### src/rtl/dife_pkg.sv
// Package with the shared types, constants and character codes of the field extractor.
package dife_pkg;

  localparam int MAX_FIELDS_DEF = 32;
  localparam int QUEUE_DEPTH    = 4;
  localparam int MASK_W         = 32;
  localparam int VALUE_W        = 32;
  localparam int FNUM_W         = 5;
  localparam int COUNT_W        = 6;
  localparam int CFG_IDX_W      = 1;

  localparam logic [CFG_IDX_W-1:0] REG_DELIMITER  = 1'd0;
  localparam logic [CFG_IDX_W-1:0] REG_FIELD_MASK = 1'd1;

  localparam logic [7:0]        DELIMITER_RST  = 8'd44;
  localparam logic [MASK_W-1:0] FIELD_MASK_RST = 32'd1;

  localparam logic [7:0] CHAR_0     = 8'h30;
  localparam logic [7:0] CHAR_9     = 8'h39;
  localparam logic [7:0] CHAR_PLUS  = 8'h2B;
  localparam logic [7:0] CHAR_MINUS = 8'h2D;
  localparam logic [7:0] CHAR_SPACE = 8'h20;
  localparam logic [7:0] CHAR_TAB   = 8'h09;
  localparam logic [7:0] CHAR_CR    = 8'h0D;

  localparam logic KIND_VALUE   = 1'b0;
  localparam logic KIND_SUMMARY = 1'b1;

  localparam logic [VALUE_W-1:0] MAG_LIMIT = 32'h8000_0000;
  localparam logic [VALUE_W-1:0] POS_MAX   = 32'h7FFF_FFFF;

  typedef enum logic [1:0] {
    PH_SPACE  = 2'd0,
    PH_DIGITS = 2'd1,
    PH_DONE   = 2'd2
  } phase_t;

  // One queue entry: the results caused by one byte.
  typedef struct packed {
    logic                     val_vld;
    logic signed [VALUE_W-1:0] value;
    logic [FNUM_W-1:0]        fnum;
    logic [COUNT_W-1:0]       cnt;
    logic                     sum_vld;
    logic                     halted;
  } evt_t;

endpackage

### src/rtl/dife_front.sv
// Front end: takes bytes, tracks fields, parses integers and produces result entries.
module dife_front import dife_pkg::*; #(
  parameter int MAX_FIELDS = MAX_FIELDS_DEF
) (
  input  logic                 clk,
  input  logic                 rst_n,
  input  logic                 cfg_we,
  input  logic [CFG_IDX_W-1:0] cfg_index,
  input  logic [MASK_W-1:0]    cfg_data,
  input  logic                 accept,
  input  logic [7:0]           data_byte,
  input  logic                 end_of_record,
  output logic                 push,
  output evt_t                 evt
);

  localparam int FIDX_W = $clog2(MAX_FIELDS + 1);

  logic [7:0]         delimiter_r;
  logic [MASK_W-1:0]  field_mask_r;
  logic [FIDX_W-1:0]  field_index_r, field_index_nxt;
  logic [VALUE_W-1:0] acc_r, acc_nxt;
  logic               neg_r, neg_nxt;
  phase_t             phase_r, phase_nxt;
  logic               fcd_r, fcd_nxt;
  logic               fcs_r, fcs_nxt;
  logic [COUNT_W-1:0] count_r, count_nxt;
  logic               halted_r, halted_nxt;

  logic               is_delim, is_digit, is_space, is_sign;
  logic               sel, emit;
  logic [VALUE_W+3:0] acc_sum;
  logic [VALUE_W-1:0] acc_dig;
  logic [VALUE_W-1:0] fval;

  assign is_delim = (data_byte == delimiter_r);
  assign is_digit = data_byte inside {[CHAR_0:CHAR_9]};
  assign is_space = data_byte inside {CHAR_SPACE, [CHAR_TAB:CHAR_CR]};
  assign is_sign  = (data_byte == CHAR_PLUS) || (data_byte == CHAR_MINUS);

  assign acc_sum = {1'b0, acc_r, 3'b0} + {3'b0, acc_r, 1'b0}
                   + {28'b0, data_byte - CHAR_0};
  assign acc_dig = (acc_sum > {4'b0, MAG_LIMIT}) ? MAG_LIMIT : acc_sum[VALUE_W-1:0];

  assign fval = neg_r ? (~acc_r + 32'd1) : (acc_r[VALUE_W-1] ? POS_MAX : acc_r);

  assign sel  = !halted_r && (int'(field_index_r) < MASK_W)
                && field_mask_r[FNUM_W'(field_index_r)];
  assign emit = is_delim && sel && !((acc_r == '0) && !fcd_r);

  // Parse phase sequencing.
  always_comb begin
    phase_nxt = phase_r;
    if (accept) begin
      if (is_delim || end_of_record) begin
        phase_nxt = PH_SPACE;
      end else begin
        case (phase_r)
          PH_SPACE: begin
            if (is_sign || is_digit) begin
              phase_nxt = PH_DIGITS;
            end else if (!is_space) begin
              phase_nxt = PH_DONE;
            end
          end
          PH_DIGITS: begin
            if (!is_digit) begin
              phase_nxt = PH_DONE;
            end
          end
          default: phase_nxt = phase_r;
        endcase
      end
    end
  end

  always_comb begin
    field_index_nxt = field_index_r;
    acc_nxt         = acc_r;
    neg_nxt         = neg_r;
    fcd_nxt         = fcd_r;
    fcs_nxt         = fcs_r;
    count_nxt       = count_r;
    halted_nxt      = halted_r;
    if (accept) begin
      if (is_delim) begin
        if (sel && !emit) begin
          halted_nxt = 1'b1;
        end
        if (emit) begin
          count_nxt = count_r + COUNT_W'(1);
        end
        if (int'(field_index_r) < MAX_FIELDS) begin
          field_index_nxt = field_index_r + FIDX_W'(1);
        end
        acc_nxt = '0;
        neg_nxt = 1'b0;
        fcd_nxt = 1'b0;
        fcs_nxt = 1'b0;
      end else begin
        if (!fcs_r) begin
          fcs_nxt = 1'b1;
          fcd_nxt = is_digit;
        end
        if (phase_r == PH_SPACE) begin
          if (is_sign) begin
            neg_nxt = (data_byte == CHAR_MINUS);
          end else if (is_digit && !is_space) begin
            acc_nxt = acc_dig;
          end
        end else if (phase_r == PH_DIGITS && is_digit) begin
          acc_nxt = acc_dig;
        end
      end
    end
  end

  always_comb begin
    push        = accept && (emit || end_of_record);
    evt.val_vld = emit;
    evt.value   = fval;
    evt.fnum    = FNUM_W'(field_index_r);
    evt.cnt     = count_nxt;
    evt.sum_vld = end_of_record;
    evt.halted  = halted_nxt;
  end

  always_ff @(posedge clk) begin
    if (!rst_n) begin
      delimiter_r  <= DELIMITER_RST;
      field_mask_r <= FIELD_MASK_RST;
    end else if (cfg_we) begin
      case (cfg_index)
        REG_DELIMITER:  delimiter_r  <= cfg_data[7:0];
        REG_FIELD_MASK: field_mask_r <= cfg_data;
        default: ;
      endcase
    end
  end

  always_ff @(posedge clk) begin
    if (!rst_n || (accept && end_of_record)) begin
      field_index_r <= '0;
      acc_r         <= '0;
      neg_r         <= 1'b0;
      phase_r       <= PH_SPACE;
      fcd_r         <= 1'b0;
      fcs_r         <= 1'b0;
      count_r       <= '0;
      halted_r      <= 1'b0;
    end else begin
      field_index_r <= field_index_nxt;
      acc_r         <= acc_nxt;
      neg_r         <= neg_nxt;
      phase_r       <= phase_nxt;
      fcd_r         <= fcd_nxt;
      fcs_r         <= fcs_nxt;
      count_r       <= count_nxt;
      halted_r      <= halted_nxt;
    end
  end

endmodule

### src/rtl/dife_fifo.sv
// Short queue of result entries between the front end and the output stage.
module dife_fifo import dife_pkg::*; #(
  parameter int DEPTH = QUEUE_DEPTH
) (
  input  logic clk,
  input  logic rst_n,
  input  logic push,
  input  evt_t push_evt,
  input  logic pop,
  output logic full,
  output logic not_empty,
  output evt_t head
);

  localparam int PTR_W = (DEPTH > 1) ? $clog2(DEPTH) : 1;
  localparam int CNT_W = $clog2(DEPTH + 1);

  evt_t             mem [DEPTH];
  logic [PTR_W-1:0] wr_ptr_r, rd_ptr_r;
  logic [CNT_W-1:0] fill_r;
  logic             do_pop;

  assign full      = (int'(fill_r) == DEPTH);
  assign not_empty = (fill_r != '0);
  assign head      = mem[rd_ptr_r];
  assign do_pop    = pop && not_empty;

  always_ff @(posedge clk) begin
    if (push) begin
      mem[wr_ptr_r] <= push_evt;
    end
  end

  always_ff @(posedge clk) begin
    if (!rst_n) begin
      wr_ptr_r <= '0;
      rd_ptr_r <= '0;
      fill_r   <= '0;
    end else begin
      if (push) begin
        wr_ptr_r <= (int'(wr_ptr_r) == DEPTH - 1) ? '0 : wr_ptr_r + PTR_W'(1);
      end
      if (do_pop) begin
        rd_ptr_r <= (int'(rd_ptr_r) == DEPTH - 1) ? '0 : rd_ptr_r + PTR_W'(1);
      end
      fill_r <= fill_r + CNT_W'(push) - CNT_W'(do_pop);
    end
  end

endmodule

### src/rtl/dife_back.sv
// Output stage: unpacks queue entries into result beats held in an output register.
module dife_back import dife_pkg::*; (
  input  logic                      clk,
  input  logic                      rst_n,
  input  logic                      q_vld,
  input  evt_t                      head,
  output logic                      pop,
  output logic                      out_valid,
  input  logic                      out_stall,
  output logic                      out_kind,
  output logic signed [VALUE_W-1:0] out_value,
  output logic [FNUM_W-1:0]         out_field_number,
  output logic [COUNT_W-1:0]        out_value_count,
  output logic                      out_stopped_early,
  output logic                      out_last
);

  logic                      valid_r;
  logic                      sent_val_r, sent_val_nxt;
  logic                      kind_r;
  logic signed [VALUE_W-1:0] value_r;
  logic [FNUM_W-1:0]         fnum_r;
  logic [COUNT_W-1:0]        cnt_r;
  logic                      stop_r;
  logic                      last_r;
  logic                      load, take_value;

  assign load       = q_vld && (!valid_r || !out_stall);
  assign take_value = head.val_vld && !sent_val_r;
  assign pop        = load && !(take_value && head.sum_vld);

  always_comb begin
    sent_val_nxt = sent_val_r;
    if (load) begin
      sent_val_nxt = take_value && head.sum_vld;
    end
  end

  always_ff @(posedge clk) begin
    if (!rst_n) begin
      valid_r    <= 1'b0;
      sent_val_r <= 1'b0;
    end else begin
      sent_val_r <= sent_val_nxt;
      if (load) begin
        valid_r <= 1'b1;
      end else if (!out_stall) begin
        valid_r <= 1'b0;
      end
    end
  end

  always_ff @(posedge clk) begin
    if (load) begin
      if (take_value) begin
        kind_r  <= KIND_VALUE;
        value_r <= head.value;
        fnum_r  <= head.fnum;
        stop_r  <= 1'b0;
        last_r  <= !head.sum_vld;
      end else begin
        kind_r  <= KIND_SUMMARY;
        value_r <= '0;
        fnum_r  <= '0;
        stop_r  <= head.halted;
        last_r  <= 1'b1;
      end
      cnt_r <= head.cnt;
    end
  end

  assign out_valid         = valid_r;
  assign out_kind          = kind_r;
  assign out_value         = value_r;
  assign out_field_number  = fnum_r;
  assign out_value_count   = cnt_r;
  assign out_stopped_early = stop_r;
  assign out_last          = last_r;

endmodule

### src/rtl/delimited_int_field_extractor.sv
// Top level of the delimited integer field extractor.
// The block takes one byte per clock cycle whenever its four-entry result queue has room, so
// a stream of bytes runs at one byte per cycle while the queue has room. Results leave through
// an output register at one beat per cycle while out_stall is low; a delimiter byte that
// also ends the record gives two beats (the field value, then the record summary), which the
// queue absorbs. With an empty queue, a result is written into the queue when its byte is
// accepted and then into the output register; queued results and output stalls delay it.
module delimited_int_field_extractor import dife_pkg::*; #(
  parameter int MAX_FIELDS = MAX_FIELDS_DEF
) (
  input  logic                      clk,
  input  logic                      rst_n,
  input  logic                      cfg_we,
  input  logic [CFG_IDX_W-1:0]      cfg_index,
  input  logic [MASK_W-1:0]         cfg_data,
  input  logic                      in_valid,
  output logic                      in_stall,
  input  logic [7:0]                in_data_byte,
  input  logic                      in_end_of_record,
  output logic                      out_valid,
  input  logic                      out_stall,
  output logic                      out_kind,
  output logic signed [VALUE_W-1:0] out_value,
  output logic [FNUM_W-1:0]         out_field_number,
  output logic [COUNT_W-1:0]        out_value_count,
  output logic                      out_stopped_early,
  output logic                      out_last
);

  logic accept, push, full, q_vld, pop;
  evt_t push_evt, head;

  assign in_stall = full;
  assign accept   = in_valid && !full;

  dife_front #(.MAX_FIELDS(MAX_FIELDS)) u_front (
    .clk           (clk),
    .rst_n         (rst_n),
    .cfg_we        (cfg_we),
    .cfg_index     (cfg_index),
    .cfg_data      (cfg_data),
    .accept        (accept),
    .data_byte     (in_data_byte),
    .end_of_record (in_end_of_record),
    .push          (push),
    .evt           (push_evt)
  );

  dife_fifo #(.DEPTH(QUEUE_DEPTH)) u_fifo (
    .clk       (clk),
    .rst_n     (rst_n),
    .push      (push),
    .push_evt  (push_evt),
    .pop       (pop),
    .full      (full),
    .not_empty (q_vld),
    .head      (head)
  );

  dife_back u_back (
    .clk               (clk),
    .rst_n             (rst_n),
    .q_vld             (q_vld),
    .head              (head),
    .pop               (pop),
    .out_valid         (out_valid),
    .out_stall         (out_stall),
    .out_kind          (out_kind),
    .out_value         (out_value),
    .out_field_number  (out_field_number),
    .out_value_count   (out_value_count),
    .out_stopped_early (out_stopped_early),
    .out_last          (out_last)
  );

endmodule
### config.mk
export PLATFORM = sky130hd
export DESIGN_NAME = delimited_int_field_extractor
export DESIGN_NICKNAME = d
export VERILOG_FILES = /design/src/rtl/dife_pkg.sv /design/src/rtl/dife_front.sv /design/src/rtl/dife_fifo.sv /design/src/rtl/dife_back.sv /design/src/rtl/delimited_int_field_extractor.sv
export SDC_FILE = /design/constraint.sdc
export NUM_CORES = 1
export LEC_CHECK = 0
export BUFFER_PORTS_ARGS = -buffer_cell sky130_fd_sc_hd__buf_2
export CELL_PAD_IN_SITES_DETAIL_PLACEMENT = 1
export CELL_PAD_IN_SITES_GLOBAL_PLACEMENT = 1
export CORE_ASPECT_RATIO = 1.75
export CORE_UTILIZATION = 25
export CTS_CLUSTER_DIAMETER = 50
export CTS_CLUSTER_SIZE = 20
export DETAILED_ROUTE_END_ITERATION = 8
export PLACE_DENSITY = 0.56
export SLEW_MARGIN = 5
export SYNTH_ARGS = -nofsm -noshare
export SYNTH_HDL_FRONTEND = slang
export SYNTH_SLANG_ARGS = --single-unit
export TNS_END_PERCENT = 20
### constraint.sdc
create_clock -name clk -period 7.4 [get_ports clk]
set_input_delay 1.48 -clock clk [delete_from_list [all_inputs] [get_ports clk]]
set_output_delay 1.48 -clock clk [all_outputs]
set_load 0.01 [all_outputs]
# Yosys cells after proc, flatten, opt, wreduce, memory -nomap -nowiden
# Memory sizes are Yosys's and may differ from the RTL's. A register that Yosys moved wholly into a read port is not among the register bits.
# Index checks and enable logic that the tools add are counted.
[totals]
inputBits = 47
memories = 1
ram_bits = 184
output_inout_bits = 48
wordCells = 142
regBits = 145
[mem_list]
columns = ["memory", "depth", "width", "rd", "rd_clocked_by_memory_dff", "write_ports", "line_no", "text"]
rows = [
  ["u_fifo.mem", 4, 46, 1, 1, 1, "dife_fifo.sv:18", "evt_t mem [DEPTH];"],
]
[op_classes]
n_lt_le_gt_ge = 7
n_bitwise = 2
eq_ne = 14
add_sub_neg = 10
reduce_logical = 51
n_mux = 36
[ops]
columns = ["op", "count"]
rows = [
  ["$mux W32", 7],
  ["$add A35 B33 Y36", 1],
  ["$add A36 B8 Y36", 1],
  ["$gt A36 B32 Y1 const B", 1],
  ["$add A32 B1 Y32 const B", 1],
  ["$logic_not A32 Y1", 1],
  ["$not A32 Y32", 1],
  ["$mux W31", 1],
  ["$eq A8 B6 Y1 const B", 3],
  ["$logic_and A1 B1 Y1", 18],
  ["$mux W6", 3],
  ["$mux W2", 8],
  ["$mux W1", 15],
  ["$add A6 B1 Y6 const B", 2],
  ["$logic_not A1 Y1", 12],
  ["$reduce_bool A3 Y1", 3],
  ["$eq A8 B8 Y1", 1],
  ["$ge A8 B4 Y1 const B", 1],
  ["$ge A8 B6 Y1 const B", 1],
  ["$le A8 B4 Y1 const B", 1],
  ["$le A8 B6 Y1 const B", 1],
  ["$reduce_and A4 Y1", 2],
  ["$sub A8 B6 Y8 const B", 1],
  ["$eq A2 B1 Y1 const B", 3],
  ["other kinds (19)", 31],
]

# Longest topological paths before layout
[depth]
word_depth = 10
ltp_mapped = 17
ltp_nobuf = 17

# Cells and area by module
# Synthesis repeated with hierarchy kept, for this count alone.
[unflattened]
hier_cells = 1301
hier_area_um2 = 16437.0
[by_module_without_submodules]
columns = ["module", "area_each_um2", "seq_area_each_um2", "n_inst", "cells_per_inst"]
rows = [
  ["dife_front", 7444.6, 1801.7, 1, 914],
  ["dife_fifo", 7200.7, 5705.5, 1, 286],
  ["dife_back", 1778.0, 1421.4, 1, 100],
  ["delimited_int_field_extractor", 13.8, 0.0, 1, 1],
]

# Worst setup path before layout
# No wires, ideal clock.
[synth_path]
kind = "input to register"
start = "in out_stall"
end = "reg u_fifo.fill_r[2]"
slack_ps = 1721
required_time_ps = 7285
path_stages = 11
n_path_buf = 0
setup_ps = 115
arrival_time_ps = 5564
cell_sequence = "a21oi_1 -> nand2_1 -> inv_1 -> ha_1 -> inv_1 -> ha_1 -> inv_1 -> fa_1 -> xnor2_1 -> xnor2_1 -> and2_1"
[synth_via]
elab_chain_cells = 6
[synth_rtl]
columns = ["element", "line_no", "text"]
rows = [
  ["start, declared", "delimited_int_field_extractor.sv:21", "input logic out_stall,"],
  ["$logic_not A1 Y1", "dife_back.sv:28", "assign load = q_vld && (!valid_r || !out_stall);"],
  ["$logic_or A1 B1 Y1", "dife_back.sv:28", ""],
  ["$logic_and A1 B1 Y1", "dife_back.sv:28", ""],
  ["$logic_and A1 B1 Y1", "dife_back.sv:30", "assign pop = load && !(take_value && head.sum_vld);"],
  ["$logic_and A1 B1 Y1", "dife_fifo.sv:26", "assign do_pop = pop && not_empty;"],
  ["named net u_fifo.do_pop", "dife_fifo.sv:21", "logic do_pop;"],
  ["$sub A3 B1 Y3", "dife_fifo.sv:46", "fill_r <= fill_r + CNT_W'(push) - CNT_W'(do_pop);"],
  ["end signal, assigned", "dife_fifo.sv:46", ""],
  ["end, declared", "dife_fifo.sv:20", "logic [CNT_W-1:0] fill_r;"],
]
# The timed path passes the listed nets, and every way through them passes these cells.
# A chain may end at the register's enable or synchronous reset.

# Worst setup path after layout
[layout_path]
start = "in in_data_byte[4]"
end = "reg u_front.acc_r[16]"
[layout_via]
elab_chain_cells = 8
word_cells_on_any_way = 28
classes_between = "2 x add/sub; 5 x order compare; 6 x eq/ne; 6 x mux; 9 x reduce/logical"
[layout_rtl]
columns = ["element", "line_no", "text"]
rows = [
  ["start, declared", "delimited_int_field_extractor.sv:18", "input logic [7:0] in_data_byte,"],
  ["$sub A8 B6 Y8", "dife_front.sv:42", "+ {28'b0, data_byte - CHAR_0};"],
  ["$add A36 B8 Y36", "dife_front.sv:42", ""],
  ["$gt A36 B32 Y1", "dife_front.sv:43", "assign acc_dig = (acc_sum > {4'b0, MAG_LIMIT}) ? MAG_LIMIT : acc_sum[VALUE_W-1:0];"],
  ["$mux W32", "dife_front.sv:43", ""],
  ["$mux W32", "dife_front.sv:108", "end else if (is_digit && !is_space) begin"],
  ["$mux W32", "dife_front.sv:106", "if (is_sign) begin"],
  ["$mux W32", "dife_front.sv:105", "if (phase_r == PH_SPACE) begin"],
  ["$mux W32", "dife_front.sv:86", "if (is_delim) begin"],
  ["end signal, assigned", "dife_front.sv:153", "acc_r <= acc_nxt;"],
  ["end, declared", "dife_front.sv:22", "logic [VALUE_W-1:0] acc_r, acc_nxt;"],
]
# Parallel ways exist; a longest one is shown, timed or not. The select of a mux whose other input is x is not followed.

==> flow_metrics.env <==
export IMPL_slew_headroom=0.2752
export IMPL_die_area_um2=65110
export IMPL_synthSimpleGateAreaFrac=0.1117
export IMPL_synth_xor_area_frac=0.04211
export IMPL_place_congestion=0.8076
export IMPL_rsz0062_at_grt="false"
export IMPL_tritoncts="done"
export IMPL_peakVddDrop_uv=152.9
export IMPL_cts_setup_buffers=0
export IMPL_drc_errors=6
export IMPL_die_width_um=193.3
export IMPL_dp_hpwl_mm=29.24
export IMPL_maxCapViolCount=0
export IMPL_wl_per_cell_um=18.52
export IMPL_synthMuxAreaShare=0.08383
export IMPL_fill_cells=6849
export IMPL_root_buffer="clkbuf_16"
export IMPL_worst_pin_slew_ns=1.087
export IMPL_yosysWarnings=0
export IMPL_grt_overflow=0
export IMPL_p_int_w=0.003436
export IMPL_setup_viol=0
export IMPL_register_area_um2=8931
export IMPL_grt_pass1_vias=11061
export IMPL_synth_edff_count=230
export IMPL_core_area_um2=63350
export IMPL_dr_pass1_iters=8
export IMPL_postSynthNetCount=1392
export IMPL_fin_crit_sh=0.6967
export IMPL_avgSynthCellArea_um2=12.66
export IMPL_max_freq_mhz=194.0
export IMPL_ys_types=73
export IMPL_period_minus_slack_ns=5.156
export IMPL_setup_tns_ns=0
export IMPL_drive_gt1_frac=0.1905
export IMPL_cts_sinks=331
export IMPL_syn_inst=1265
export IMPL_synth_top_family_by_area="simple AND/OR/NAND/NOR gates"
export IMPL_viasPerCell=4.682
export IMPL_mostFrequentLayoutCell="edfxtp_1"
export IMPL_cp_arrival_ns=5.65
export IMPL_finalWirelength_mm=40.00
export IMPL_netSwitchingPower_w=0.001332
export IMPL_swShare=0.2794
export IMPL_synth_seq_cells=331
export IMPL_end_kind="flip-flop"
export IMPL_ioPinCount=95
export IMPL_detail_route_antenna_nets=0
export IMPL_maxSlewViolCount=0
export IMPL_hold_viol=0
export IMPL_p_leak_nw=6.703
export IMPL_p_seq_frac=0.485
export IMPL_drt_initial_drc_count=321
export IMPL_synth_adder_area_share=0.06579
export IMPL_insertion_delay_ns=0.57
export IMPL_synth_flop_cell="edfxtp_1"
export IMPL_status="finished, violations left"
export IMPL_grt_usage=0.1230
export IMPL_cp_max_fo=18
export IMPL_cts_clk_slew_worst_paths_ns=0.08
export IMPL_cts_hold_buffers_added=0
export IMPL_diodes=0
export IMPL_finClkSkew_ns=0.02104
export IMPL_p_clk_frac=0.316
export IMPL_design_power_total_w=0.004768
export IMPL_grt_max_degree=51
export IMPL_h_tree_depth=1
export IMPL_area_delta_synth_final_pct=13.44
export IMPL_fin_nets=1461
export IMPL_start_kind="primary input"
export IMPL_power_density_nw_per_um2=262.5
export IMPL_async_flop_share=0
export IMPL_antenna_found_initial=1
export IMPL_synth_compound_area_frac=0.1045
export IMPL_clockBufferDepth=3
export IMPL_ys_seq_area_frac=0.5575
export IMPL_multi_input_area_um2=6566
export IMPL_required_ns=7.89
export IMPL_port_buffer_count=94
export IMPL_die_y_um=336.8
export IMPL_start_util=0.2528
export IMPL_cts_resized=0
export IMPL_num_vias=10113
export IMPL_hp_class="reg -> reg"
export IMPL_cts_buffers_inserted=26
export IMPL_pwr_share_comb=0.199
export IMPL_syn_cell_area_um2=16010
export IMPL_crit_type="in -> reg"
export IMPL_most_common_layout_cells="230 x edfxtp_1, 128 x nand2_1, 99 x dfxtp_1"
export IMPL_rows=122
export IMPL_grt_pass1_wl_mm=63.11
export IMPL_violations="DRC"
routing by layer:
layer | vias up | GRT usage | wire, um
met5 | - | 0 | 10
met4 | 2 | 0.06145 | 1785
met3 | 80 | 0.01340 | 1038
met2 | 138 | 0.2328 | 21180
met1 | 5035 | 0.1356 | 15990
li1 | 4858 | - | -
sequential cells by signal, summed over array words and instances, names as in the netlist, 2 cells and up, named ones only:
register and flops:
u_fifo.mem 184, u_back.out_value 32, u_front.acc_r 32, u_front.field_mask_r 32
u_front.delimiter_r 8, u_back.out_value_count 6, u_front.count_r 6, u_front.field_index_r 6
u_back.out_field_number 5, u_fifo.fill_r 3, u_fifo.rd_ptr_r 2, u_fifo.wr_ptr_r 2
u_front.phase_r 2
critical path, stage by stage:
cell       delay (ns)
buf_2            0.15
inv_1            0.08
ha_1             0.28
inv_1            0.04
fa_1             0.47
inv_1            0.04
ha_1             0.35
o211ai_1         0.11
o21a_1           0.28
a211oi_2         0.34
o21ai_2          0.14
a2111oi_4        0.41
o2111ai_2        0.19
a211oi_4         0.72
buf_4            0.35
a32o_2           0.19
synth_stat cells (8+ instances only):
cell	instances	area share
inv_1	41	0.0096
edfxtp_1	230	0.43
nand2_1	128	0.030
a32o_2	25	0.018
nor2_1	83	0.019
nor3_1	21	0.0066
a21oi_1	64	0.020
buf_6	9	0.0063
nor2b_1	17	0.0066
clkbuf_1	41	0.0096
o21ai_0	27	0.0084
a21boi_0	40	0.019
ha_1	73	0.057
and2_1	9	0.0035
dfxtp_1	101	0.13
o211ai_1	8	0.0038
nand4_1	12	0.0047
and3_1	38	0.015
nand3_1	20	0.0063
nor4_1	10	0.0039
or3_1	10	0.0039
xnor2_1	44	0.024
mux4_2	56	0.079
xor2_1	33	0.018
per-stage QoR:
step           hold WS, ns  setup slack [ns]    util  instance area [um^2]  cells
5_1_grt             0.4880             2.018  0.2868                 18170   2160
3_5_place_dp        0.4570             1.694  0.2723                 17250   2112
4_1_cts             0.4741             2.251  0.2868                 18170   2160
6_report            0.4667             2.244  0.2868                 18170   2160
2_1_floorplan       0.4361             1.721       -                 16010   1265
3_3_place_gp        0.4534             1.777  0.2723                 17250   2112
path summary, 6_finish.rpt:
check | from | endpoint | slack [ns] | depth (start not counted)
max reg2reg | u_front.acc_r[9] | u_fifo.fill_r[2] | 2.58 | 15
max | in_data_byte[4] | u_front.acc_r[16] | 2.24 | 16
min | u_front.field_mask_r[27] | u_front.field_mask_r[27] | 0.47 | 2
min reg2reg | u_front.field_mask_r[27] | u_front.field_mask_r[27] | 0.47 | 2
cell families after synthesis:
logic type      Yosys count
simple gates            373
flops                   331
compound gates          230
buf+inv                 110
fa+ha+maj                80
xor+xnor                 77
mux                      64
power groups by stage:
stage / sequential [W] / clock [W] / combinational, W
2_1_floorplan: 0.00242 / 0 / 0.000564
3_3_place_gp: 0.00236 / 0 / 0.000979
3_5_place_dp: 0.00236 / 0 / 0.000993
4_1_cts: 0.00232 / 0.00157 / 0.000994
5_1_grt: 0.00234 / 0.00162 / 0.00106
6_report: 0.00231 / 0.00151 / 0.000949
layout make-up:
cell class / count / area share
multi-input cells: 824 / 0.3615
inverters: 41 / 0.008472
flip-flops and latches: 331 / 0.4916
repair buffers: 110 / 0.03251
well taps: 806 / 0.05551
clock inverters: 16 / 0.01164
clock buffers: 32 / 0.03878
Note: power is estimated with default switching activity, not from simulation.
